## config.mk

```make
export PLATFORM = sky130hd
export DESIGN_NAME = heartbeat_membership_table_core
export DESIGN_NICKNAME = d
export VERILOG_FILES = /design/src/hdl/hbmt_pkg.sv /design/src/hdl/heartbeat_membership_table_core.sv
export VERILOG_INCLUDE_DIRS = /design/src /design/src/hdl
export SDC_FILE = /design/constraint.sdc
export NUM_CORES = 2
export LEC_CHECK = 0
export ABC_AREA = 1
export BUFFER_PORTS_ARGS = -buffer_cell sky130_fd_sc_hd__buf_4
export CORE_ASPECT_RATIO = 0.8
export CORE_MARGIN = 8
export CORE_UTILIZATION = 50
export DETAILED_ROUTE_END_ITERATION = 10
export PLACE_DENSITY = 0.76
export SYNTH_ARGS = -nofsm -noshare
export SYNTH_HDL_FRONTEND = slang
export SYNTH_SLANG_ARGS = --single-unit
```

## constraint.sdc

```tcl
create_clock -name clk -period 24.4 [get_ports clk]
set_input_delay 2.44 -clock clk [delete_from_list [all_inputs] [get_ports clk]]
set_output_delay 2.44 -clock clk [all_outputs]
set_load 0.005 [all_outputs]
```

## src/hdl/assert_macros.svh

```systemverilog
// assertion helper macros
`ifndef ASSERT_MACROS_SVH
`define ASSERT_MACROS_SVH
`define ASSERT_IMPLIES(label, clk, rst_n, pre, post) \
  label: assert property (@(posedge clk) disable iff (!rst_n) (pre) |-> (post)) \
    else $error("assertion failed");
`define ASSERT_NEXT(label, clk, rst_n, pre, post) \
  label: assert property (@(posedge clk) disable iff (!rst_n) (pre) |=> (post)) \
    else $error("assertion failed");
`endif

```

## src/hdl/hbmt_pkg.sv

```systemverilog
// ----------------------------------------------------------------------------
// hbmt_pkg
// shared constants and types of the heartbeat membership table
// ----------------------------------------------------------------------------
`default_nettype none
package hbmt_pkg;
  localparam int unsigned TABLE_DEPTH_DEF = 16;

  localparam logic [1:0] REQ_TICK      = 2'd0;
  localparam logic [1:0] REQ_JOIN      = 2'd1;
  localparam logic [1:0] REQ_JOIN_REPLY = 2'd2;
  localparam logic [1:0] REQ_HEARTBEAT = 2'd3;

  localparam logic KIND_HEARTBEAT = 1'b0;
  localparam logic KIND_JOIN_LIST = 1'b1;

  localparam logic [2:0] CFG_SELF_ID     = 3'd0;
  localparam logic [2:0] CFG_SELF_PORT   = 3'd1;
  localparam logic [2:0] CFG_FAIL_PERIOD = 3'd2;
  localparam logic [2:0] CFG_REMOVE_TMO  = 3'd3;
  localparam logic [2:0] CFG_START_GROUP = 3'd4;

  typedef enum logic [7:0] {
    ST_IDLE   = 8'b0000_0001,
    ST_SCAN   = 8'b0000_0010,
    ST_APPLY  = 8'b0000_0100,
    ST_SELF   = 8'b0000_1000,
    ST_LIST   = 8'b0001_0000,
    ST_BEAT   = 8'b0010_0000,
    ST_EXPIRE = 8'b0100_0000,
    ST_FIN    = 8'b1000_0000
  } state_t;
endpackage
`default_nettype wire

```

## src/hdl/heartbeat_membership_table_core.sv

```systemverilog
// ----------------------------------------------------------------------------
// heartbeat_membership_table_core
// gossip heartbeat membership list of one node
// ----------------------------------------------------------------------------
// One item is taken at a time. A sequencer walks the table one entry per cycle,
// pausing while a result waits on out_stall, and in_stall stays high until the
// item is done. The steps of each item:
//   misaddressed item, or a tick while out of group: dropped
//   heartbeat or join-reply entry: scan the table, then apply the entry
//   join request: scan, apply, then send the own entry and the member list
//   tick: heartbeats to all members when the ping countdown is zero, then expiry
// Each result is held in an output register until transferred. The entry
// store is flip-flops with one entry read per cycle at the walk index (at the
// found position while applying). Configuration registers are written only
// when the block is idle, no input is offered and no result is waiting.
`default_nettype none
`include "assert_macros.svh"
module heartbeat_membership_table_core #(
  parameter int unsigned TABLE_DEPTH = hbmt_pkg::TABLE_DEPTH_DEF
) (
  input  wire logic        clk,
  input  wire logic        rst_n,
  input  wire logic        in_valid,
  output logic             in_stall,
  input  wire logic [1:0]  in_req_type,
  input  wire logic [30:0] in_dest_id,
  input  wire logic signed [15:0] in_dest_port,
  input  wire logic [30:0] in_member_id,
  input  wire logic signed [15:0] in_member_port,
  input  wire logic signed [31:0] in_member_heartbeat,
  input  wire logic signed [31:0] in_member_timestamp,
  output logic             out_valid,
  input  wire logic        out_stall,
  output logic             out_out_kind,
  output logic [30:0]      out_to_id,
  output logic signed [15:0] out_to_port,
  output logic [30:0]      out_entry_id,
  output logic signed [15:0] out_entry_port,
  output logic signed [31:0] out_entry_heartbeat,
  output logic signed [31:0] out_entry_timestamp,
  output logic             out_last,
  output logic             out_in_group,
  input  wire logic        cfg_valid,
  output logic             cfg_ready,
  input  wire logic [2:0]  cfg_index,
  input  wire logic [31:0] cfg_data
);
  import hbmt_pkg::*;
  localparam int IW = (TABLE_DEPTH > 1) ? $clog2(TABLE_DEPTH) : 1;
  localparam int CW = $clog2(TABLE_DEPTH + 1);

  logic [30:0] self_id_r;
  logic [15:0] self_port_r, fail_period_r, remove_tmo_r;
  logic        joined_r;
  logic [31:0] own_beat_r, clock_r;
  logic [15:0] ping_r;

  logic [30:0] mem_id   [TABLE_DEPTH];
  logic [15:0] mem_port [TABLE_DEPTH];
  logic [31:0] mem_beat [TABLE_DEPTH];
  logic [31:0] mem_seen [TABLE_DEPTH];
  logic [CW-1:0] count_r;

  state_t      state_r;
  logic [1:0]  typ_r;
  logic [30:0] mid_r;
  logic [15:0] mport_r;
  logic [31:0] mbeat_r, mseen_r;
  logic [CW-1:0] idx_r, wr_r;
  logic        found_r;
  logic [IW-1:0] pos_r;

  logic        ov_r;
  logic        okind_r, olast_r, ogrp_r;
  logic [30:0] oto_id_r, oent_id_r;
  logic [15:0] oto_port_r, oent_port_r;
  logic [31:0] obeat_r, oseen_r;

  logic in_acc, out_free, dest_ok, emit_now;
  logic [IW-1:0] ri;
  logic signed [32:0] age;
  logic at_end;

  assign in_stall  = (state_r != ST_IDLE);
  assign cfg_ready = (state_r == ST_IDLE) && !in_valid && !ov_r;
  assign in_acc    = in_valid && !in_stall;
  assign out_free  = !ov_r || !out_stall;
  assign ri        = idx_r[IW-1:0];
  assign at_end    = (idx_r == count_r);
  assign dest_ok   = (in_dest_id == self_id_r) && (in_dest_port == self_port_r);
  assign age = $signed({clock_r[31], clock_r}) - $signed({mem_seen[ri][31], mem_seen[ri]});
  // a result register is loaded this cycle
  assign emit_now  = out_free && ((state_r == ST_SELF) || (state_r == ST_LIST) ||
                                  (state_r == ST_BEAT && !at_end));

  assign out_valid           = ov_r;
  assign out_out_kind        = okind_r;
  assign out_to_id           = oto_id_r;
  assign out_to_port         = oto_port_r;
  assign out_entry_id        = oent_id_r;
  assign out_entry_port      = oent_port_r;
  assign out_entry_heartbeat = obeat_r;
  assign out_entry_timestamp = oseen_r;
  assign out_last            = olast_r;
  assign out_in_group        = ogrp_r;

  always_ff @(posedge clk) begin
    if (!rst_n) begin
      state_r <= ST_IDLE;
      ov_r <= 1'b0;
      ogrp_r <= 1'b0;
      count_r <= '0;
      self_id_r <= '0; self_port_r <= '0; fail_period_r <= 16'd5;
      remove_tmo_r <= 16'd20; joined_r <= 1'b0;
      own_beat_r <= '0; ping_r <= 16'd5; clock_r <= '1;
      idx_r <= '0; wr_r <= '0; found_r <= 1'b0; pos_r <= '0;
    end else begin
      if (ov_r && !out_stall && !emit_now) ov_r <= 1'b0;
      if (emit_now) ogrp_r <= joined_r;
      if (cfg_valid && cfg_ready) begin
        case (cfg_index)
          CFG_SELF_ID:     self_id_r <= cfg_data[30:0];
          CFG_SELF_PORT:   self_port_r <= cfg_data[15:0];
          CFG_FAIL_PERIOD: begin fail_period_r <= cfg_data[15:0]; ping_r <= cfg_data[15:0]; end
          CFG_REMOVE_TMO:  remove_tmo_r <= cfg_data[15:0];
          CFG_START_GROUP: joined_r <= cfg_data[0];
          default: ;
        endcase
      end
      case (state_r)
        ST_IDLE: if (in_acc) begin
          typ_r <= in_req_type; mid_r <= in_member_id; mport_r <= in_member_port;
          mbeat_r <= in_member_heartbeat; mseen_r <= in_member_timestamp;
          idx_r <= '0; wr_r <= '0; found_r <= 1'b0; pos_r <= '0;
          if (in_req_type == REQ_TICK) begin
            if (joined_r) state_r <= (ping_r == '0) ? ST_BEAT : ST_EXPIRE;
          end else if (dest_ok) begin
            if (in_req_type == REQ_JOIN_REPLY) joined_r <= 1'b1;
            state_r <= ST_SCAN;
          end
        end
        ST_SCAN: begin
          if (at_end) state_r <= ST_APPLY;
          else begin
            if (mem_id[ri] == mid_r) begin found_r <= 1'b1; pos_r <= ri; end
            idx_r <= idx_r + 1'b1;
          end
        end
        ST_APPLY: begin
          if (mid_r != self_id_r) begin
            if (found_r) begin
              if (typ_r == REQ_HEARTBEAT &&
                  !($signed(mem_beat[pos_r]) > $signed(mbeat_r))) begin
                mem_beat[pos_r] <= mbeat_r; mem_seen[pos_r] <= clock_r;
              end
            end else if (count_r < CW'(TABLE_DEPTH)) begin
              mem_id[count_r[IW-1:0]]   <= mid_r;
              mem_port[count_r[IW-1:0]] <= mport_r;
              mem_beat[count_r[IW-1:0]] <= mbeat_r;
              mem_seen[count_r[IW-1:0]] <= (typ_r == REQ_JOIN_REPLY) ? mseen_r : clock_r;
              count_r <= count_r + 1'b1;
            end
          end
          idx_r <= '0;
          state_r <= (typ_r == REQ_JOIN) ? ST_SELF : ST_IDLE;
        end
        ST_SELF: if (out_free) begin
          ov_r <= 1'b1; okind_r <= KIND_JOIN_LIST; oto_id_r <= mid_r; oto_port_r <= mport_r;
          oent_id_r <= self_id_r; oent_port_r <= self_port_r;
          obeat_r <= own_beat_r; oseen_r <= clock_r;
          olast_r <= (count_r == '0);
          state_r <= (count_r == '0) ? ST_IDLE : ST_LIST;
        end
        ST_LIST: if (out_free) begin
          ov_r <= 1'b1; okind_r <= KIND_JOIN_LIST; oto_id_r <= mid_r; oto_port_r <= mport_r;
          oent_id_r <= mem_id[ri]; oent_port_r <= mem_port[ri];
          obeat_r <= mem_beat[ri]; oseen_r <= mem_seen[ri];
          olast_r <= (idx_r + 1'b1 == count_r);
          idx_r <= idx_r + 1'b1;
          if (idx_r + 1'b1 == count_r) state_r <= ST_IDLE;
        end
        ST_BEAT: begin
          if (at_end) begin
            own_beat_r <= own_beat_r + 1'b1;
            ping_r <= fail_period_r;
            idx_r <= '0;
            state_r <= ST_EXPIRE;
          end else if (out_free) begin
            ov_r <= 1'b1; okind_r <= KIND_HEARTBEAT;
            oto_id_r <= mem_id[ri]; oto_port_r <= mem_port[ri];
            oent_id_r <= self_id_r; oent_port_r <= self_port_r;
            obeat_r <= own_beat_r; oseen_r <= clock_r;
            olast_r <= (idx_r + 1'b1 == count_r);
            idx_r <= idx_r + 1'b1;
          end
        end
        ST_EXPIRE: begin
          if (at_end) begin
            count_r <= wr_r;
            state_r <= ST_FIN;
          end else begin
            if (!(age > $signed({17'd0, remove_tmo_r}))) begin
              mem_id[wr_r[IW-1:0]]   <= mem_id[ri];
              mem_port[wr_r[IW-1:0]] <= mem_port[ri];
              mem_beat[wr_r[IW-1:0]] <= mem_beat[ri];
              mem_seen[wr_r[IW-1:0]] <= mem_seen[ri];
              wr_r <= wr_r + 1'b1;
            end
            idx_r <= idx_r + 1'b1;
          end
        end
        ST_FIN: begin
          if (typ_r == REQ_TICK) begin
            clock_r <= clock_r + 1'b1;
            if (ping_r != '0 && !found_r) ping_r <= ping_r - 1'b1;
          end
          state_r <= ST_IDLE;
        end
        default: state_r <= ST_IDLE;
      endcase
      // mark the tick that sent heartbeats so the countdown is not applied twice
      if (state_r == ST_BEAT && at_end) found_r <= 1'b1;
    end
  end

  `ASSERT_IMPLIES(a_busy_no_cfg, clk, rst_n, state_r != ST_IDLE, !cfg_ready)
  `ASSERT_IMPLIES(a_count_range, clk, rst_n, 1'b1, count_r <= CW'(TABLE_DEPTH))
  `ASSERT_NEXT(a_hold_out, clk, rst_n, ov_r && out_stall, ov_r && $stable(obeat_r))
endmodule
`default_nettype wire
```

Word level (Yosys, flattened, before mapping)
Memories as Yosys holds them, arrays and structs flattened. A register that Yosys moved wholly into a read port is not among the register bits.
Cells that the tools add are included.
- eq/ne operators: 46
- mux-type cells: 129
- reductions and logical operators: 60
- add/subtract/negate cells: 7
- order comparisons: 3
- operator list (operator ; number):
    two-way mux 32 bit ; 11
    one-hot mux 32 bit (3 select lines) ; 2
    two-way mux 31 bit ; 6
    two-way mux 16 bit ; 11
    OR reduction 32 bit ; 4
    one-hot mux 31 bit (3 select lines) ; 1
    two-way mux 4 bit ; 20
    two-way mux 8 bit ; 10
    adder 32 x 1 -> 32 bit, second input constant ; 2
    one-hot mux 16 bit (2 select lines) ; 2
    == test 31 bit ; 2
    one-hot mux 31 bit (2 select lines) ; 1
    one-hot mux 8 bit (7 select lines) ; 1
    two-way mux 5 bit ; 11
    one-hot mux 16 bit (3 select lines) ; 1
    two-way mux 1 bit ; 43
    > comparator 33 x 17 -> 1 bit ; 1
    subtractor 32 x 32 -> 33 bit ; 1
    > comparator 32 bit ; 1
    inequality test 2 bit, second input constant ; 16
    inequality test 31 bit ; 1
    OR reduction 31 bit ; 1
    one-hot mux 5 bit (5 select lines) ; 1
    one-hot mux 5 bit (2 select lines) ; 2
    other kinds (44) ; 93
- memory bits (writable): 1776
- memories: 4
- input bits: 200
- word-level logic and storage cells: 278
- output and inout bits: 164
- register bits: 463
- memory list (name ; depth ; width ; read ports ; clocked after memory_dff ; write ports ; line ; source):
    mem_beat ; 16 ; 32 ; 2 ; 2 ; 1 ; heartbeat_membership_table_core.sv:60 ; logic [31:0] mem_beat [TABLE_DEPTH];
    mem_seen ; 16 ; 32 ; 1 ; 1 ; 1 ; heartbeat_membership_table_core.sv:61 ; logic [31:0] mem_seen [TABLE_DEPTH];
    mem_id ; 16 ; 31 ; 1 ; 1 ; 1 ; heartbeat_membership_table_core.sv:58 ; logic [30:0] mem_id [TABLE_DEPTH];
    mem_port ; 16 ; 16 ; 1 ; 1 ; 1 ; heartbeat_membership_table_core.sv:59 ; logic [15:0] mem_port [TABLE_DEPTH];

Logic depth before layout (Yosys ltp)
- word-level depth: 11
- mapped depth: 42
- gate-level depth less buffers: 35

Worst setup path after synthesis
OpenSTA, ideal clock, no wires.
- kind: input to register
- from: input rst_n
- to: register obeat_r[0], in the netlist out_entry_heartbeat[0], enable pin
- required time: 23.230 ns
- buffers on the path: 1
- library setup time: 1.170 ns
- setup slack: 3.004 ns
- data arrival time: 20.225 ns
- stages on the path: 3
- path through: clkbuf_1 > clkinv_1 > a2111oi_0
- word-level cells in the longest chain between the ends: 1
- RTL lines (item ; line ; source):
    start: declaration ; heartbeat_membership_table_core.sv:22 ; input wire logic rst_n,
    AND reduction 4 bit (no line) ; -- ;
    end signal: assignment ; heartbeat_membership_table_core.sv:170 ; obeat_r <= own_beat_r; oseen_r <= clock_r;
    end signal: assignment ; heartbeat_membership_table_core.sv:177 ; obeat_r <= mem_beat[ri]; oseen_r <= mem_seen[ri];
    end signal: assignment ; heartbeat_membership_table_core.sv:192 ; obeat_r <= own_beat_r; oseen_r <= clock_r;
    end: declaration ; heartbeat_membership_table_core.sv:77 ; logic [31:0] obeat_r, oseen_r;
Every way passes these cells.
A chain may end at the register's enable or synchronous reset.

==> flow_metrics.py <==
metrics = {
    "outcome": {
        "status": "complete, no violations",
    },
    "critical_path": {
        "endpoint": "mem_seen[11][4]$_DFFE_PP_",
        "worstSetupPathType": "register to register",
        "slowest_delay_ns": 1.03,
        "cp_common_cell": "nand2_1",
        "reg2reg_setup_slack_ns": 13.83,
        "r2r_end": "mem_seen[11][4]$_DFFE_PP_",
        "startpoint_type": "register",
        "arrival_ns": 11.03,
        "crit_required_ns": 24.86,
        "cp_max_fo": 91,
        "critPathCaptureType": "register",
        "r2r.worst_path.cells": 34,
        "cp_slowest_cell": "nor2_4",
    },
    "yosys": {
        "synth-edff-count": 2049,
        "synth.most_common_cell": "edfxtp_1",
        "synth_top_cell_area_share": 0.621,
        "syn_inst": 8890,
        "synth_top_area_cell": "edfxtp_1",
        "syn_area_um2": 99000,
        "yosysWarnings": 0,
        "synthDistinctLibCells": 57,
        "syn_avg_cell_area_um2": 11.1,
        "synth_top_family_by_area": "compound AO/OA/AOI/OAI gates",
        "synthTopCellsByArea": "edfxtp_1 (62%), o21ai_0 (8.1%), nor2_1 (4.1%)",
        "syn-num-nets": 9180,
        "synthMuxAreaShare": 0.0152,
        "ys.flop_type": "edfxtp_1",
        "synth_compound_area_frac": 0.151,
        "async_flop_share": 0,
        "synthXorXnorAreaFrac": 0.0111,
        "synth_simple_gate_area_share": 0.103,
        "yosysSeqAreaShare": 0.661,
        "synth_fa_ha_area_frac": 0.0114,
        "ys_top_cells_by_count": "edfxtp_1 (2,049), o21ai_0 (1,599), nor2_1 (1,087), nand2_1 (974), inv_1 (588)",
        "ys_seq_elements": 2247,
    },
    "pwr": {
        "power.share.clock": 0.399,
        "ir_worst_vdd_mv": 0.0762,
        "p_sw_frac": 0.227,
        "comb_power_share": 0.058,
        "switchingPower_uw": 1830,
        "power_leakage_uw": 0.0397,
        "p_int_uw": 6210,
        "power.density_nw_per_um2": 72.3,
        "power_frac_seq": 0.543,
    },
    "routing": {
        "drt-total-wl_um": 301000,
        "wl_per_cell_um": 25.4,
        "drc_errors": 0,
        "drt-pass1-iter-count": 7,
        "vias": 74000,
        "via_per_inst": 6.24,
        "first_iter_violations": 11500,
        "ant_nets": 0,
    },
    "sta": {
        "fin_crit_sh": 0.433,
        "fin_setup_tns_ns": 0,
        "grt_setup_unrepaired": "no",
        "period_minus_slack_ns": 10.57,
        "hold_viol": 0,
        "setup_viol": 0,
        "clock_skew_ns": 0.0571,
        "max_freq_mhz": 94.6,
        "slew_headroom": 0.0813,
        "slew_violations": 0,
        "worst_pin_slew_ns": 1.37,
    },
    "grt": {
        "antenna_found_initial": 7,
        "grt_pass1_wl_um": 441000,
        "gr-total-overflow": 0,
        "grt_pass1_vias": 70500,
        "grt_max_degree": 215,
        "grt_use_total": 0.270,
    },
    "cts": {
        "cts.path.max_buffers": 3,
        "cts_buffers": 203,
        "hold_buffers": 0,
        "clock-root-buffer": "clkbuf_16",
        "cts_sinks": 2247,
        "path_clk_slew_ns": 0.07,
        "postCtsSetupBuffers": 0,
        "cts_resized": 0,
        "htreeDepth": 4,
        "cts_tree": "built",
        "clock_latency_ns": 0.87,
    },
    "floorplanning": {
        "core-area_um2": 197000,
        "start_util": 0.502,
        "dieWidth_um": 514,
        "fp-row-count": 146,
        "dieArea_um2": 213000,
        "io_pins": 364,
        "die_h_um": 414,
    },
    "run": {
        "drv_cap": 0,
    },
    "hold_path": {
        "hp-start": "fail_period_r[13]$_SDFFE_PN0P_",
        "hp-class": "register to register",
    },
    "cells_and_area": {
        "design_area_um2": 111000,
        "fin_util": 0.564,
        "multi_input_area_um2": 29200,
        "fillerInstances": 15500,
        "final_nets": 9388,
        "seq_area_um2": 65500,
        "drive_above_1_share": 0.107,
        "area_growth_pct": 12.3,
    },
    "placed_design": {
        "gp_congestion": 0.941,
        "placed_cell_area_um2": 105000,
        "port_buffers": 362,
        "place_hpwl_um": 175000,
    },
}
## sequential cells by signal, summed over array words and instances, names as in the netlist, 256 cells and up, named ones only
signal,cells
mem_beat,512
mem_seen,512
mem_id,496
mem_port,256
## final cells by class
cell class / count / area share
clock inverter: 104 / 0.00939
timing repair buffer: 570 / 0.0388
inverter: 602 / 0.0206
sequential: 2247 / 0.589
multi-input combinational: 5474 / 0.263
antenna: 3 / 0.0000675
clock buffer: 275 / 0.0505
tap: 2590 / 0.0291
## cell families after synthesis
group           after synthesis
simple gates               2489
compound gates             2619
flops                      2247
buf+inv                    1169
fa+ha+maj                    90
xor+xnor                    126
mux                         150
## through the flow
stage | setup slack [ns] | total power (uW) | instances | hold slack (ns)
after CTS | 14.09 | 8050 | 11900 | 0.466
after detailed placement | 14.20 | 4900 | 11500 | 0.455
after global placement | 14.36 | 4890 | 11500 | 0.452
after global routing | 13.39 | 8250 | 11900 | 0.490
final | 13.83 | 8040 | 11900 | 0.468
after floorplan | 3.00 | 4680 | 8890 | 0.435
## power by group through the flow
stage                     Clock (uW)  Sequential (uW)  Combinational [uW]
after floorplan                    0             4440                 244
after global placement             0             4450                 442
after detailed placement           0             4450                 458
after CTS                       3220             4360                 461
after global routing            3370             4370                 507
final                           3210             4360                 469
## worst min-delay path by stage
stage / endpoint / slack [ns] / depth (start not counted)
6_report: fail_period_r[13]$_SDFFE_PN0P_ / 0.47 / 2
5_1_grt: remove_tmo_r[3]$_SDFFE_PN0P_ / 0.49 / 2
4_1_cts: fail_period_r[13]$_SDFFE_PN0P_ / 0.47 / 2
3_5_place_dp: fail_period_r[13]$_SDFFE_PN0P_ / 0.46 / 2
3_3_place_gp: fail_period_r[8]$_SDFFE_PN0P_ / 0.45 / 2
2_1_floorplan: remove_tmo_r[10]$_SDFFE_PN0P_ / 0.44 / 2
## metal layers
| layer | vias to the layer above | wire length (um) | track usage | part of all wire |
|---|---|---|---|---|
| li1 | 32600 | - | - | - |
| met2 | 5113 | 136000 | 0.422 | 0.45 |
| met3 | 925 | 35000 | 0.0501 | 0.12 |
| met5 | - | 62 | 0 | 0.00021 |
| met1 | 35300 | 113000 | 0.366 | 0.37 |
| met4 | 10 | 16900 | 0.132 | 0.056 |
## critical path, delay by kind of cell, from the launching register on
family / cells / cell delay (ns)
simple gates: 22 / 3.76
compound gates: 4 / 0.92
flops: 1 / 0.90
xor+xnor: 1 / 0.36
buf+inv: 5 / 3.42
fa+ha+maj: 2 / 0.64
## placed cells by master, fill, tap and decap left out, types with 8 or more instances in the layout
| cell | instances |
|---|---|
| ha_1 | 89 |
| nand2_1 | 974 |
| mux2i_1 | 150 |
| nor2_2 | 13 |
| clkinv_2 | 33 |
| o21ai_0 | 1592 |
| clkbuf_8 | 14 |
| xnor2_1 | 68 |
| clkinv_1 | 32 |
| a21oi_1 | 370 |
| o21ai_1 | 15 |
| clkbuf_16 | 209 |
| buf_4 | 567 |
| clkbuf_1 | 52 |
| nor4_1 | 20 |
| nand3_1 | 222 |
| inv_6 | 8 |
| inv_2 | 15 |
| inv_1 | 581 |
| dfxtp_1 | 190 |
| nor2_1 | 1055 |
| o221ai_1 | 274 |
| nand4_1 | 60 |
| o22ai_1 | 75 |
| a31oi_1 | 9 |
| xor2_1 | 58 |
| nand3b_1 | 8 |
| nor3_1 | 52 |
| a22oi_1 | 9 |
| edfxtp_1 | 2049 |
| o211ai_1 | 238 |
| nor2_4 | 34 |
| nand2_2 | 16 |
| bufinv_16 | 12 |
No activity file was read; power rests on OpenSTA's default activity.
